[src/hdl/sdt_pkg.sv]
// Shared types, constants and helpers of the style tuple dedup table.
`default_nettype none

package sdt_pkg;

	localparam int TABLE_DEPTH = 256;
	localparam int IDX_W       = $clog2(TABLE_DEPTH);
	localparam int CNT_W       = IDX_W + 1;
	localparam int ENTRY_W     = 8;
	localparam int LM_W        = 11;
	localparam int STYLE_W     = 8;
	localparam int SLOTS       = 4;
	localparam int MASK_W      = SLOTS - 1;
	localparam int KEY_W       = SLOTS * (LM_W + 2 * STYLE_W);
	localparam int IN_DATA_W   = ((KEY_W + 7) / 8) * 8;

	localparam logic [STYLE_W-1:0] STYLE_UNUSED = '1;

	typedef enum logic [1:0] {
		ST_FOUND = 2'd0,
		ST_ADDED = 2'd1,
		ST_FULL  = 2'd2
	} status_t;

	// Slot 0 lightmap sits in the low bits, vertex styles in the high bits.
	typedef struct packed {
		logic [SLOTS-1:0][STYLE_W-1:0] vs;
		logic [SLOTS-1:0][STYLE_W-1:0] ms;
		logic [SLOTS-1:0][LM_W-1:0]    lm;
	} key_t;

	typedef struct packed {
		logic [MASK_W-1:0]  vertex_color_mask;
		logic [MASK_W-1:0]  map_coord_mask;
		status_t            status;
		logic [ENTRY_W-1:0] entry_index;
	} res_t;

	typedef struct packed {
		logic             wr_en;
		logic [IDX_W-1:0] wr_addr;
		key_t             wr_data;
		logic             rd_en;
		logic [IDX_W-1:0] rd_addr;
	} mem_req_t;

	function automatic logic [MASK_W-1:0] style_mask(input logic [SLOTS-1:0][STYLE_W-1:0] s);
		logic [MASK_W-1:0] m;
		m[0] = (s[1] != STYLE_UNUSED);
		m[1] = (s[2] != STYLE_UNUSED);
		m[2] = (s[3] != STYLE_UNUSED);
		return m;
	endfunction

endpackage

`default_nettype wire

[src/hdl/sdt_scan_ctrl.sv]
// Scan sequencer with the shared key comparator, entry counter and result register.
`default_nettype none

module sdt_scan_ctrl
	import sdt_pkg::*;
(
	input  wire logic     clk,
	input  wire logic     arst_n,
	input  wire logic     in_valid,
	output logic          in_ready,
	input  wire key_t     in_key,
	output logic          out_valid,
	input  wire logic     out_ready,
	output res_t          out_res,
	output mem_req_t      mem_req,
	input  wire key_t     mem_rdata
);

	typedef enum logic [1:0] {
		S_IDLE,
		S_SCAN,
		S_DONE
	} state_t;

	state_t           state_q;
	logic [CNT_W-1:0] count_q;
	logic [CNT_W-1:0] ptr_q;
	logic             rd_v_s1;
	logic [IDX_W-1:0] rd_idx_s1;
	key_t             key_q;
	res_t             res_q;
	res_t             out_q;
	logic             out_v_q;

	logic issue;
	logic hit;
	logic miss;
	logic full;
	logic out_free;
	logic out_load;

	assign issue    = (state_q == S_SCAN) && (ptr_q < count_q);
	assign hit      = (state_q == S_SCAN) && rd_v_s1 && (mem_rdata == key_q);
	assign miss     = (state_q == S_SCAN) && !rd_v_s1 && !issue;
	assign full     = (count_q == CNT_W'(TABLE_DEPTH));
	assign out_free = !out_v_q || out_ready;
	assign out_load = (state_q == S_DONE) && out_free;

	always_comb begin
		mem_req.rd_en   = issue && !hit;
		mem_req.rd_addr = ptr_q[IDX_W-1:0];
		mem_req.wr_en   = miss && !full;
		mem_req.wr_addr = count_q[IDX_W-1:0];
		mem_req.wr_data = key_q;
	end

	assign in_ready  = (state_q == S_IDLE);
	assign out_valid = out_v_q;
	assign out_res   = out_q;

	always_ff @(posedge clk or negedge arst_n) begin
		if (!arst_n) begin
			state_q <= S_IDLE;
			count_q <= '0;
			ptr_q   <= '0;
			rd_v_s1 <= 1'b0;
			out_v_q <= 1'b0;
		end else begin
			if (out_load) begin
				out_q   <= res_q;
				out_v_q <= 1'b1;
			end else if (out_v_q && out_ready) begin
				out_v_q <= 1'b0;
			end
			case (state_q)
				S_IDLE: begin
					if (in_valid) begin
						key_q   <= in_key;
						ptr_q   <= '0;
						rd_v_s1 <= 1'b0;
						state_q <= S_SCAN;
					end
				end
				S_SCAN: begin
					rd_v_s1   <= mem_req.rd_en;
					rd_idx_s1 <= ptr_q[IDX_W-1:0];
					if (mem_req.rd_en) begin
						ptr_q <= ptr_q + CNT_W'(1);
					end
					res_q.map_coord_mask    <= style_mask(key_q.ms);
					res_q.vertex_color_mask <= style_mask(key_q.vs);
					if (hit) begin
						res_q.status      <= ST_FOUND;
						res_q.entry_index <= ENTRY_W'(rd_idx_s1);
						state_q           <= S_DONE;
					end else if (miss) begin
						if (full) begin
							res_q.status      <= ST_FULL;
							res_q.entry_index <= '0;
						end else begin
							res_q.status      <= ST_ADDED;
							res_q.entry_index <= ENTRY_W'(count_q);
							count_q           <= count_q + CNT_W'(1);
						end
						state_q <= S_DONE;
					end
				end
				S_DONE: begin
					if (out_free) begin
						state_q <= S_IDLE;
					end
				end
				default: begin
					state_q <= S_IDLE;
				end
			endcase
		end
	end

	a_count_range: assert property (@(posedge clk) disable iff (!arst_n)
		count_q <= CNT_W'(TABLE_DEPTH))
		else $error("entry count beyond table depth");

	a_read_written: assert property (@(posedge clk) disable iff (!arst_n)
		mem_req.rd_en |-> (CNT_W'(mem_req.rd_addr) < count_q))
		else $error("read of an entry that was never written");

	a_write_counts: assert property (@(posedge clk) disable iff (!arst_n)
		mem_req.wr_en |=> (count_q == $past(count_q) + CNT_W'(1)))
		else $error("append did not advance the entry count");

	a_no_write_full: assert property (@(posedge clk) disable iff (!arst_n)
		mem_req.wr_en |-> !full)
		else $error("append into a full table");

	a_busy_after_accept: assert property (@(posedge clk) disable iff (!arst_n)
		(in_valid && in_ready) |=> !in_ready)
		else $error("new item taken while a scan is running");

endmodule

`default_nettype wire
[config.mk]
export PLATFORM = sky130hd
export DESIGN_NAME = sdt_scan_ctrl
export DESIGN_NICKNAME = d
export VERILOG_FILES = /design/src/hdl/sdt_pkg.sv /design/src/hdl/sdt_scan_ctrl.sv
export SDC_FILE = /design/constraint.sdc
export NUM_CORES = 1
export LEC_CHECK = 0
export ABC_AREA = 1
export ABC_CLOCK_PERIOD_IN_PS = 16500
export BUFFER_PORTS_ARGS = -buffer_cell sky130_fd_sc_hd__clkbuf_2
export CAP_MARGIN = 20
export CORE_AREA = 3 3 140 142
export DETAILED_ROUTE_END_ITERATION = 16
export DIE_AREA = 0 0 143 145
export GPL_ROUTABILITY_DRIVEN = 0
export PLACE_DENSITY_LB_ADDON = 0.3
export SYNTH_ARGS = -nofsm -noshare
export SYNTH_HDL_FRONTEND = slang
export SYNTH_SLANG_ARGS = --single-unit
[constraint.sdc]
create_clock -name clk -period 16.5 [get_ports clk]
set_clock_uncertainty 0.2 [all_clocks]
set_input_delay 0 -clock clk [delete_from_list [all_inputs] [get_ports clk]]
set_output_delay 0 -clock clk [all_outputs]
set_load 0.05 [all_outputs]
======== After elaboration in Yosys (flattened, before gate mapping) ========
Cells that the tools add are included.
cells by class
  mux-type cells .......................... 15
  equality and inequality tests ........... 14
  multipliers ............................. 0
  shifts and indexed selects .............. 0
  add/sub/neg operators ................... 2
  magnitude comparators ................... 1
  reduce and logical (&&, ||, !) cells .... 27
  divide/modulo/power cells ............... 0
  bitwise operators ....................... 2
operators with widths
  cell                                            number
  == test 108 bit                                 1
  inequality test 8 bit (second input constant)   6
  two-way mux 10 bit                              2
  adder 9 x 1 -> 9 bit (second input constant)    2
  two-way mux 9 bit                               2
  case mux 9 bit (2 select lines)                 1
  AND reduction 3 bit                             4
  == test 9 bit (second input constant)           1
  logical AND 1 bit                               9
  < comparator 9 bit                              1
  two-way mux 2 bit                               4
  two-way mux 8 bit                               1
  inequality test 2 bit (second input constant)   3
  case mux 2 bit (3 select lines)                 1
  AND reduction 2 bit                             3
  nonzero test 2 bit                              3
  zero test 1 bit                                 5
  AND reduction 4 bit                             1
  two-way mux 1 bit                               3
  inequality test 3 bit (second input constant)   1
  == test 2 x 1 -> 1 bit (second input constant)  1
  == test 2 bit (second input constant)           1
  zero test 2 bit                                 1
  inverter 1 bit                                  2
  2 further kinds                                 2
word-level totals
  output and inout bits ................... 144
  bits in latches ......................... 0
  RAM bits ................................ 0
  flip-flop bits (word level) ............. 170
  memories ................................ 0
  ROM bits ................................ 0
  word-level logic and storage cells ...... 87

======== Depth between registers and ports, before layout ========
Gate-level depths: netlist of the first run.
  depth after elaboration ................. 7
  depth in mapped cells ................... 14
  mapped depth without buffers ............ 13

======== Worst setup path after synthesis of the first run ========
Ideal clock, no wire load.
  kind .................................... register -> register
  start point ............................. register state_q[1]
  end point ............................... register key_q, in the netlist mem_req[100] (enable)
  setup time .............................. 0.576 ns
  path buffers ............................ 1
  period minus slack after synthesis ...... 6.873 ns
  slack ................................... 9.627 ns
  cell stages (with the launch flop) ...... 5
  arrival ................................. 6.097 ns
  cell sequence ........................... dfrtp_1 > nor2_1 > nand2_1 > buf_2 > nor2_1
between the ends
  longest elaborated chain between the ends .. 2
ends and longest elaborated chain
  what                                  RTL line             RTL
  from (decl)                           sdt_scan_ctrl.sv:25  state_t state_q;
  from (signal assigned)                sdt_scan_ctrl.sv:63  state_q <= S_IDLE;
  from (signal assigned)                sdt_scan_ctrl.sv:81  state_q <= S_SCAN;
  from (signal assigned)                sdt_scan_ctrl.sv:95  state_q <= S_DONE;
  zero test 2 bit                       n/a
  named net in_ready                    sdt_scan_ctrl.sv:10  output logic in_ready,
  AND reduction 3 bit (no source line)  n/a
  to (signal assigned)                  sdt_scan_ctrl.sv:78  key_q <= in_key;
  to (decl)                             sdt_scan_ctrl.sv:30  key_t key_q;
The timed path passes the listed nets, and every way through them passes these cells.
A chain may end at the register's enable or synchronous reset.

======== Final worst setup path of the first run ========
  start point ............................. register key_q, in the netlist mem_req[100]
  end point ............................... register res_q[5] (netlist bit) (enable)
between the ends
  longest elaborated chain between the ends .. 4
ends and longest elaborated chain
  what                                  RTL line             RTL
  == test 108 bit                       sdt_scan_ctrl.sv:43  assign hit = (state_q == S_SCAN) && rd_v_s1 && (mem_rdata == key_q);
  logical AND 1 bit                     sdt_scan_ctrl.sv:43
  nonzero test 2 bit (no source line)   n/a
  AND reduction 3 bit (no source line)  n/a
  to (decl)                             sdt_scan_ctrl.sv:31  res_t res_q;
Every way passes these cells.

==> metrics.log, run 1 <==
[metrics] Final ANT Viol Nets: 0
[metrics] time the worst path needs with I/O delays and setup: 3.20 ns
[metrics] core footprint: between 0.015 and 0.02 mm2
[metrics] total count of hold-check failures in the final report: 0
[metrics] number of buffers inserted by port buffering: roughly 360
[metrics] Total Power: 1.40 mW
[metrics] Critical Setup Path Class: reg -> reg
[metrics] Finished Cell Area: 0.0122 mm2
[metrics] routed len/inst: approximately 16 um
[metrics] endpoint kind of the worst setup timing path: flop
[metrics] syn nets: around 1,200
[metrics] Setup WS post-layout: between 10 and 15 ns
[metrics] clock tree sinks: 170
[metrics] post-placement worst setup slack: 13.28 ns
[metrics] # diodes: 0
[metrics] Worst Path Buf+Inv: 1
[metrics] max frequency: roughly 310 MHz
[metrics] wirelength, routed: approximately 27 mm
[metrics] sequential-to-total area share from yosys stat: 0.590
[metrics] Die X: 143 um
[metrics] Clock H-tree levels: 4
[metrics] Worst Setup Start Kind: flop
[metrics] number of design-rule violations left by the first detailed-router iteration: 330
[metrics] syn avg cell area: slightly below 9 um2
[metrics] max-cap check violation count: 0
[metrics] Net count, final: ~1,700
[metrics] maximum number of pins on one net before global-route repair: 56
[metrics] arrival time at the worst endpoint: a little over 3 ns
[metrics] VDD IR max: just over 0.00007 V
[metrics] clock latency of the later-clocked register in the worst-skew pair: around 0.43 ns
[metrics] Netlist cell types: 30
[metrics] measured slew at the worst slew-check pin: roughly 0.81 ns
[metrics] delay-heaviest family, CP: simple AND/OR/NAND/NOR gates
[metrics] setup violation total in the final timing report: 0
[metrics] via count of the first global-routing pass: ~8,000
[metrics] post-detailed-placement half-perimeter wirelength: 20.4 mm
[metrics] P_leak: around 6.4 nW
[metrics] Clk Tree Root Cell: clkbuf_16
[metrics] final routed DRC violation total: 0
[metrics] placement-stage cell area: roughly 0.010 mm2
[metrics] count of mapped cells out of synthesis: between 900 and 1,000
[metrics] fin crit share: 0.194
[metrics] Boundary Pins: ~360
[metrics] remaining max-slew budget at the tightest pin: 0.456
[metrics] class of the tightest hold or removal check: in -> reg
[metrics] number of buffers added by the clock tree synthesis step: 17
[metrics] RSZ-0062 raised after global routing: false
[metrics] vias per cell: 4.63
[metrics] Netlist Area Pre-Place: roughly 0.0085 mm2
[metrics] pins over their slew limit: 0
[metrics] Starting Density: 0.455
[metrics] overall track demand over capacity in global routing: 0.259
[metrics] synth warn: 0
[metrics] number of flip-flops and latches in the synthesized netlist: 170
[metrics] critical path peak fanout: 11
[metrics] chain of cells forming the critical path: inv_1, nand2_1, nand2_1, nand2_1, nor2_1, nand2_1, nor2_1, nand3_1, nor2_2, nor2_1, nor2_1
[metrics] Die Span Y: approximately 150 um
[metrics] DIE AREA: about 0.021 mm2
[metrics] clock tree from TritonCTS: done
[metrics] via total after detailed routing: about 8,000
[metrics] row count: 50
[metrics] power density of the placed cells: between 100 and 150 mW/mm2
[metrics] setup total negative slack: 0 ns
[metrics] first-pass detailed-route iteration total: 4
[metrics] Clock Pin Slew Worst Setup and Hold Paths: about 0.080 ns
[metrics] Slowest cell on crit path: nor2_1
[metrics] area growth from synthesis to layout: 44.3%
[metrics] share of post-route cells with drive strength above 1: 0.282
[metrics] number of antenna violations at the first check in global routing: 0
[metrics] Max Root-Sink Buffers: 2
[metrics] Data required, critical path: approximately 16 ns
[metrics] GRT Residual Overflow: 0
[metrics] CP peak stage delay: roughly 0.64 ns
[metrics] wire length of the first global-routing pass: 40.9 mm
[metrics] Non-Filler Instances: approximately 1,700
[metrics] number of instances in the placed design: between 1,500 and 2,000
[metrics] status: complete, no violations
==> worst reg2reg max path, cell delays in order (launching register included) <==
cell and delay [ns]:
edfxtp_1 0.42, inv_1 0.14, nand2_1 0.07, nand2_1 0.05, nand2_1 0.10, nor2_1 0.18, nand2_1 0.09, nor2_1 0.16
nand3_1 0.20, nor2_2 0.40, nor2_1 0.15, nor2_1 0.64
==> report_power, final <==
group	total, mW	leakage, nW	switching [mW]	internal, mW
Combinational	0.417	4.46	0.304	0.113
Sequential	0.573	1.63	0.0402	0.533
Clock	0.408	0.304	0.188	0.220
Total	1.40	6.40	0.532	0.866
==> placed cells by master, fill, tap and decap left out <==
| cell | n |
|---|---|
| clkinv_4 | 2 |
| and3_1 | 1 |
| nor3b_1 | 1 |
| nor2_4 | 2 |
| nor2_1 | 85 |
| inv_6 | 2 |
| clkinv_8 | 2 |
| ha_1 | 11 |
| nand3_1 | 18 |
| nand2_1 | 378 |
| o2111ai_1 | 1 |
| inv_4 | 2 |
| nor3_1 | 7 |
| a21oi_1 | 11 |
| nand2_2 | 3 |
| nand3_2 | 1 |
| inv_2 | 1 |
| buf_16 | 1 |
| nor4_2 | 1 |
| o21ai_2 | 1 |
| clkinv_1 | 1 |
| dlygate4sd3_1 | 112 |
| inv_1 | 209 |
| nor3_2 | 1 |
| inv_8 | 5 |
| clkbuf_2 | 363 |
| xnor2_1 | 12 |
| clkbuf_16 | 19 |
| dfrtp_1 | 22 |
| buf_4 | 3 |
| o21ai_0 | 12 |
| or4_1 | 1 |
| nor4_1 | 8 |
| o211ai_1 | 1 |
| nor2_2 | 4 |
| xor2_1 | 10 |
| nand4_1 | 5 |
| edfxtp_1 | 148 |
==> cell usage after synthesis (all sizes together) <==
cell type    n  area [um2]
clkinv       1        3.75
nand2      381        1440
o21ai       13        68.8
nor3b        1        7.51
nor2        91         357
o2111ai      1        8.76
ha          11         138
nand3       19         100
buf         20         155
nor4         9        62.6
and3         1        6.26
dfrtp       22         551
edfxtp     148        4440
a21oi       11        55.1
xnor2       12         105
nor3         8        40.0
or4          1        7.51
xor2        10        87.6
nand4        5        31.3
o211ai       1        7.51
inv        210         788
==> final timing paths <==
path                         startpoint  slack (ns)  cells past startpoint           to
max                        mem_req[100]       13.30                     11     res_q[5]
min                           in_key[0]        0.08                      2   mem_req[9]
max reg2reg                mem_req[100]       13.30                     11     res_q[5]
min reg2reg                   res_q[13]        0.22                      0  out_res[13]
max in group asynchronous        arst_n       15.34                      4     ptr_q[3]
min in group asynchronous        arst_n        0.36                      3   count_q[8]
==> repair_timing <==
action / in CTS / in global routing
setup buffers: 0 / 0
hold endpoints to repair: 134 / 0
hold buffers: 112 / 0
gates resized for setup: 0 / 0
==> layer usage <==
layer | global-route usage | vias up | share of wire
li1 | - | 3939 | -
met1 | 0.283 | 3541 | 0.38
met2 | 0.459 | 331 | 0.51
met3 | 0.0811 | 61 | 0.081
met4 | 0.109 | 0 | 0.035
met5 | 0 | - | 0
==> per-stage QoR <==
stage / util / hold WS (ns)
2_1_floorplan: - / -0.496
3_3_place_gp: 0.563 / -0.184
3_5_place_dp: 0.563 / -0.179
4_1_cts: 0.656 / 0.0523
5_1_grt: 0.657 / 0.0626
6_report: 0.657 / 0.0816
==> state kept, by name, summed over array words and instances (netlist names) <==
register / cells
count_q: 9
rd_idx_s1: 8
out_valid: 1
state_q: 2
mem_req: 108
ptr_q: 9
res_q: 16
out_res: 16
rd_v_s1: 1
==> final cells by class <==
| type | instances | area, um2 |
|---|---|---|
| clock buffers | 19 | 475 |
| repair buffers | 479 | 2990 |
| fillers | 1471 | 6370 |
| well taps | 234 | 293 |
| inverters | 211 | 792 |
| clock inverters | 13 | 136 |
| flip-flops and latches | 170 | 4990 |
| multi-input cells | 575 | 2530 |
==> cells by family (layout without fill, tap and decap cells) <==
group / after synthesis / after routing / synth area share
simple gates: 516 / 516 / 0.242
fa+ha+maj: 11 / 11 / 0.0163
xor+xnor: 22 / 22 / 0.0228
buf+inv: 231 / 722 / 0.112
compound gates: 26 / 26 / 0.0166
flops: 170 / 170 / 0.590
No activity file was read; power rests on OpenSTA's default activity.
==> inputs of run 2 (changes only) <==
--- a/config.mk
+++ b/config.mk
@@ -5,8 +5,8 @@
 export SDC_FILE = /design/constraint.sdc
 export NUM_CORES = 1
 export LEC_CHECK = 0
-export ABC_AREA = 1
-export ABC_CLOCK_PERIOD_IN_PS = 16500
+export ABC_AREA = 0
+export ABC_CLOCK_PERIOD_IN_PS = 2860
 export BUFFER_PORTS_ARGS = -buffer_cell sky130_fd_sc_hd__clkbuf_2
 export CAP_MARGIN = 20
 export CORE_AREA = 3 3 140 142
==> constraint.sdc (replaced) <==
create_clock -name clk -period 2.86 [get_ports clk]
set_clock_uncertainty 0.2 [all_clocks]
set_input_delay 0 -clock clk [delete_from_list [all_inputs] [get_ports clk]]
set_output_delay 0 -clock clk [all_outputs]
set_load 0.05 [all_outputs]
==> run 2 against run 1 <==
Against the previous run: final cell count is 26% lower; flip-flop and latch count stayed put; largest cell class unchanged; first-iteration DRC count up 9.4%; setup slack got worse by 13 ns; combinational power rose to 6.5 times the previous value; die area unchanged; register-to-register slack worse by 13 ns; wire length shrank 1.4%; critical endpoint is now mem_req[125]; highest routed layer is now met5; cell area shrank 6.2%.
==> metrics.log, run 2 <==
[metrics] placement-stage cell area: 0.00951 mm2 (was 0.0105 mm2)
[metrics] Netlist Area Pre-Place: 0.00731 mm2 (was 0.00846 mm2)
[metrics] remaining max-slew budget at the tightest pin: 0.451 (was 0.456)
[metrics] share of post-route cells with drive strength above 1: 0.451 (was 0.282)
[metrics] routed len/inst: 21.3 um (was 15.9 um)
[metrics] wire length of the first global-routing pass: 39.2 mm (was 40.9 mm)
[metrics] Largest register FFs: 108 (unchanged)
[metrics] max frequency: about 370 MHz
[metrics] class of the tightest hold or removal check: in -> reg (unchanged)
[metrics] Die Span Y: 145 um (unchanged)
[metrics] P_leak: 4.77 nW (was 6.40 nW)
[metrics] RSZ-0062 raised after global routing: false (unchanged)
[metrics] dominant cell by count in the synthesized netlist: edfxtp_1 (was nand2_1)
[metrics] syn avg cell area: 14.9 um2 (was 8.67 um2)
[metrics] Worst Setup Start Kind: flop (unchanged)
[metrics] Max Root-Sink Buffers: 2 (unchanged)
[metrics] post-synthesis cell type with the largest combined area: edfxtp_1 (unchanged)
[metrics] critical path peak fanout: 5 (was 11)
[metrics] Starting Density: 0.393 (was 0.455)
[metrics] maximum number of pins on one net before global-route repair: 33 (was 56)
[metrics] pins over their slew limit: 0 (unchanged)
[metrics] wirelength, routed: 26.6 mm (was 27.0 mm)
[metrics] power density of the placed cells: 735 mW/mm2 (was 115 mW/mm2)
[metrics] syn nets: 721 (was 1,207)
[metrics] number of antenna violations at the first check in global routing: 2 (was 0)
[metrics] final routed DRC violation total: 0 (unchanged)
[metrics] via total after detailed routing: 6,077 (was 7,872)
[metrics] via count of the first global-routing pass: 6,593 (was 7,985)
[metrics] status: complete, no violations (unchanged)
[metrics] arrival time at the worst endpoint: 2.49 ns (was 3.05 ns)
[metrics] Final ANT Viol Nets: 0 (unchanged)
[metrics] count of mapped cells out of synthesis: 490 (was 976)
[metrics] fin crit share: 0.941
[metrics] row count: 50 (unchanged)
[metrics] Clock Pin Slew Worst Setup and Hold Paths: 0.07 ns (was 0.08 ns)
[metrics] max-cap check violation count: 0 (unchanged)
[metrics] sequential-to-total area share from yosys stat: 0.683 (was 0.590)
[metrics] time the worst path needs with I/O delays and setup: 2.69 ns
[metrics] most area-consuming cells after synthesis: edfxtp_1, xnor2_1, dfrtp_1 (was edfxtp_1, nand2_1, inv_1)
[metrics] number of buffers inserted by port buffering: 363 (unchanged)
[metrics] DIE AREA: 0.0207 mm2 (unchanged)
[metrics] number of flip-flops and latches in the synthesized netlist: 170 (unchanged)
[metrics] most frequent standard cell in the layout excluding fill and tap cells: clkbuf_2 (was nand2_1)
[metrics] setup violation total in the final timing report: 0 (unchanged)
[metrics] Net count, final: 1,235 (was 1,685)
[metrics] Clk Tree Root Cell: clkbuf_16 (unchanged)
[metrics] post-detailed-placement half-perimeter wirelength: 20.3 mm (was 20.4 mm)
[metrics] Clock H-tree levels: 4 (unchanged)
[metrics] VDD IR max: 0.000474 V (was 0.0000724 V)
[metrics] Finished Cell Area: 0.0115 mm2 (was 0.0122 mm2)
[metrics] Setup WS post-layout: 0.168 ns (was 13.30 ns)
[metrics] commonest cells in the netlist: edfxtp_1, xnor2_1, nand4_1 (was nand2_1, inv_1, edfxtp_1)
[metrics] final core area utilization: 0.617 (was 0.657)
[metrics] Post-Route Hold Slack: 0.0710 ns (was 0.0816 ns)
[metrics] post-placement worst setup slack: 0.0300 ns (was 13.28 ns)
[metrics] GRT Residual Overflow: 0 (unchanged)
[metrics] Async SR Flop Fraction: 0.129 (unchanged)
[metrics] synth warn: 0 (unchanged)
[metrics] clock latency of the later-clocked register in the worst-skew pair: 0.43 ns (about the same)
[metrics] core footprint: 0.0186 mm2 (unchanged)
[metrics] endpoint kind of the worst setup timing path: output pin (was flop)
[metrics] clock tree from TritonCTS: done (unchanged)
[metrics] Critical Setup Path Class: reg -> out (was reg -> reg)
[metrics] Netlist cell types: 39 (was 30)
[metrics] clock tree sinks: 170 (unchanged)
[metrics] Die X: 143 um (unchanged)
[metrics] most used cells in the layout excluding fill and tap cells: clkbuf_2, edfxtp_1, xnor2_1, dlygate4sd3_1, nand4_1 (was nand2_1, clkbuf_2, inv_1)
[metrics] first-pass detailed-route iteration total: 5 (was 4)
[metrics] total count of hold-check failures in the final report: 0 (unchanged)
[metrics] Data required, critical path: 2.66 ns (was 16.35 ns)
[metrics] Boundary Pins: 364 (unchanged)
[metrics] vias per cell: 4.85 (was 4.63)
[metrics] measured slew at the worst slew-check pin: 0.823 ns (was 0.813 ns)
[metrics] Primary FF master, synth: edfxtp_1 (unchanged)
[metrics] area share of the largest cell type after synthesis: 0.608 (was 0.525)
[metrics] number of design-rule violations left by the first detailed-router iteration: 361 (was 330)
[metrics] number of buffers added by the clock tree synthesis step: 17 (unchanged)
[metrics] overall track demand over capacity in global routing: 0.256 (was 0.259)
[metrics] area growth from synthesis to layout: 56.8% (was 44.3%)
[metrics] count of flip-flops with a built-in enable after synthesis: 148 (unchanged)
==> run 2: changes by cell type in the layout (fill, tap and decap cells not counted), moves of 5 or more <==
| cell | delta |
|---|---|
| and3_1 | +6 |
| buf_4 | +33 |
| inv_1 | -199 |
| nand2_1 | -357 |
| nand4_1 | +38 |
| nor2_1 | -80 |
| nor3_1 | -5 |
| or2_2 | +6 |
| xnor2_1 | +101 |
| xor2_1 | -10 |
==> run 2: worst paths after layout <==
| kind | startpoint | endpoint | slack, ns | cells after the start |
|---|---|---|---|---|
| min in group asynchronous | arst_n | count_q[1] | 0.54 | 4 |
| setup reg to reg | mem_req[84] | res_q[6] | 0.22 | 8 |
| hold reg to reg | res_q[10] | out_res[10] | 0.22 | 0 |
| setup / recovery | count_q[6] | mem_req[125] | 0.17 | 9 |
| max in group asynchronous | arst_n | state_q[0] | 1.21 | 4 |
| hold / removal | mem_rdata[46] | rd_v_s1 | 0.07 | 8 |
==> run 2: logic make-up after synthesis <==
group | count (synthesis) | share of synthesized area
and+or+nand+nor | 127 | 0.0990
buffers and inverters | 32 | 0.0274
AOI/OAI and AO/OA | 30 | 0.0269
muxes | 4 | 0.00548
xor gates and xnor gates | 116 | 0.139
adders and majority gates | 11 | 0.0188
DFF | 170 | 0.683
==> run 2: worst max-delay path, stage by stage, from the launching register on <==
cell and delay, ns:
dfrtp_1 0.41, inv_1 0.11, ha_1 0.30, and3_1 0.17, nand3_1 0.09, a31o_2 0.27, a211oi_2 0.20, buf_4 0.15
and2_1 0.18, buf_6 0.18
==> run 2: per-stage QoR <==
stage,cells,TNS [ns],total power [mW]
floorplan,490,0,5.05
global placement,1091,0,5.80
detailed placement,1091,0,5.82
CTS,1237,-0.0196,8.38
global route,1252,0,8.77
finish,1252,0,8.42
==> run 2: layout make-up <==
type	count	area, um2
inverter	10	37.5
multi-input combinational	288	2190
antenna	1	2.50
tap	234	293
fill	1477	7120
timing repair buffer	517	3320
clock inverter	14	184
clock buffer	18	429
sequential	170	5000
==> run 2: metal layers <==
layer,global-route usage,wire (um),vias to the layer above
met2,0.429,13500,269
met3,0.0781,2080,45
met5,0,17,-
li1,-,-,2824
met1,0.307,10200,2937
met4,0.101,850,2
==> run 2: report_power, final <==
group | internal, mW | switching [mW] | total, mW
logic | 0.930 | 1.77 | 2.70
clock network | 1.33 | 1.08 | 2.41
registers | 3.08 | 0.238 | 3.32
total | 5.34 | 3.09 | 8.42
==> run 2: what timing repair did <==
item | CTS | global route
setup buffers | 1 | 14
hold buffers | 113 | 0
gates resized for setup | 7 | 14
endpoints found under the hold margin | 147 | 0
setup endpoints to repair | 2 | 12
pin swaps | 0 | 7
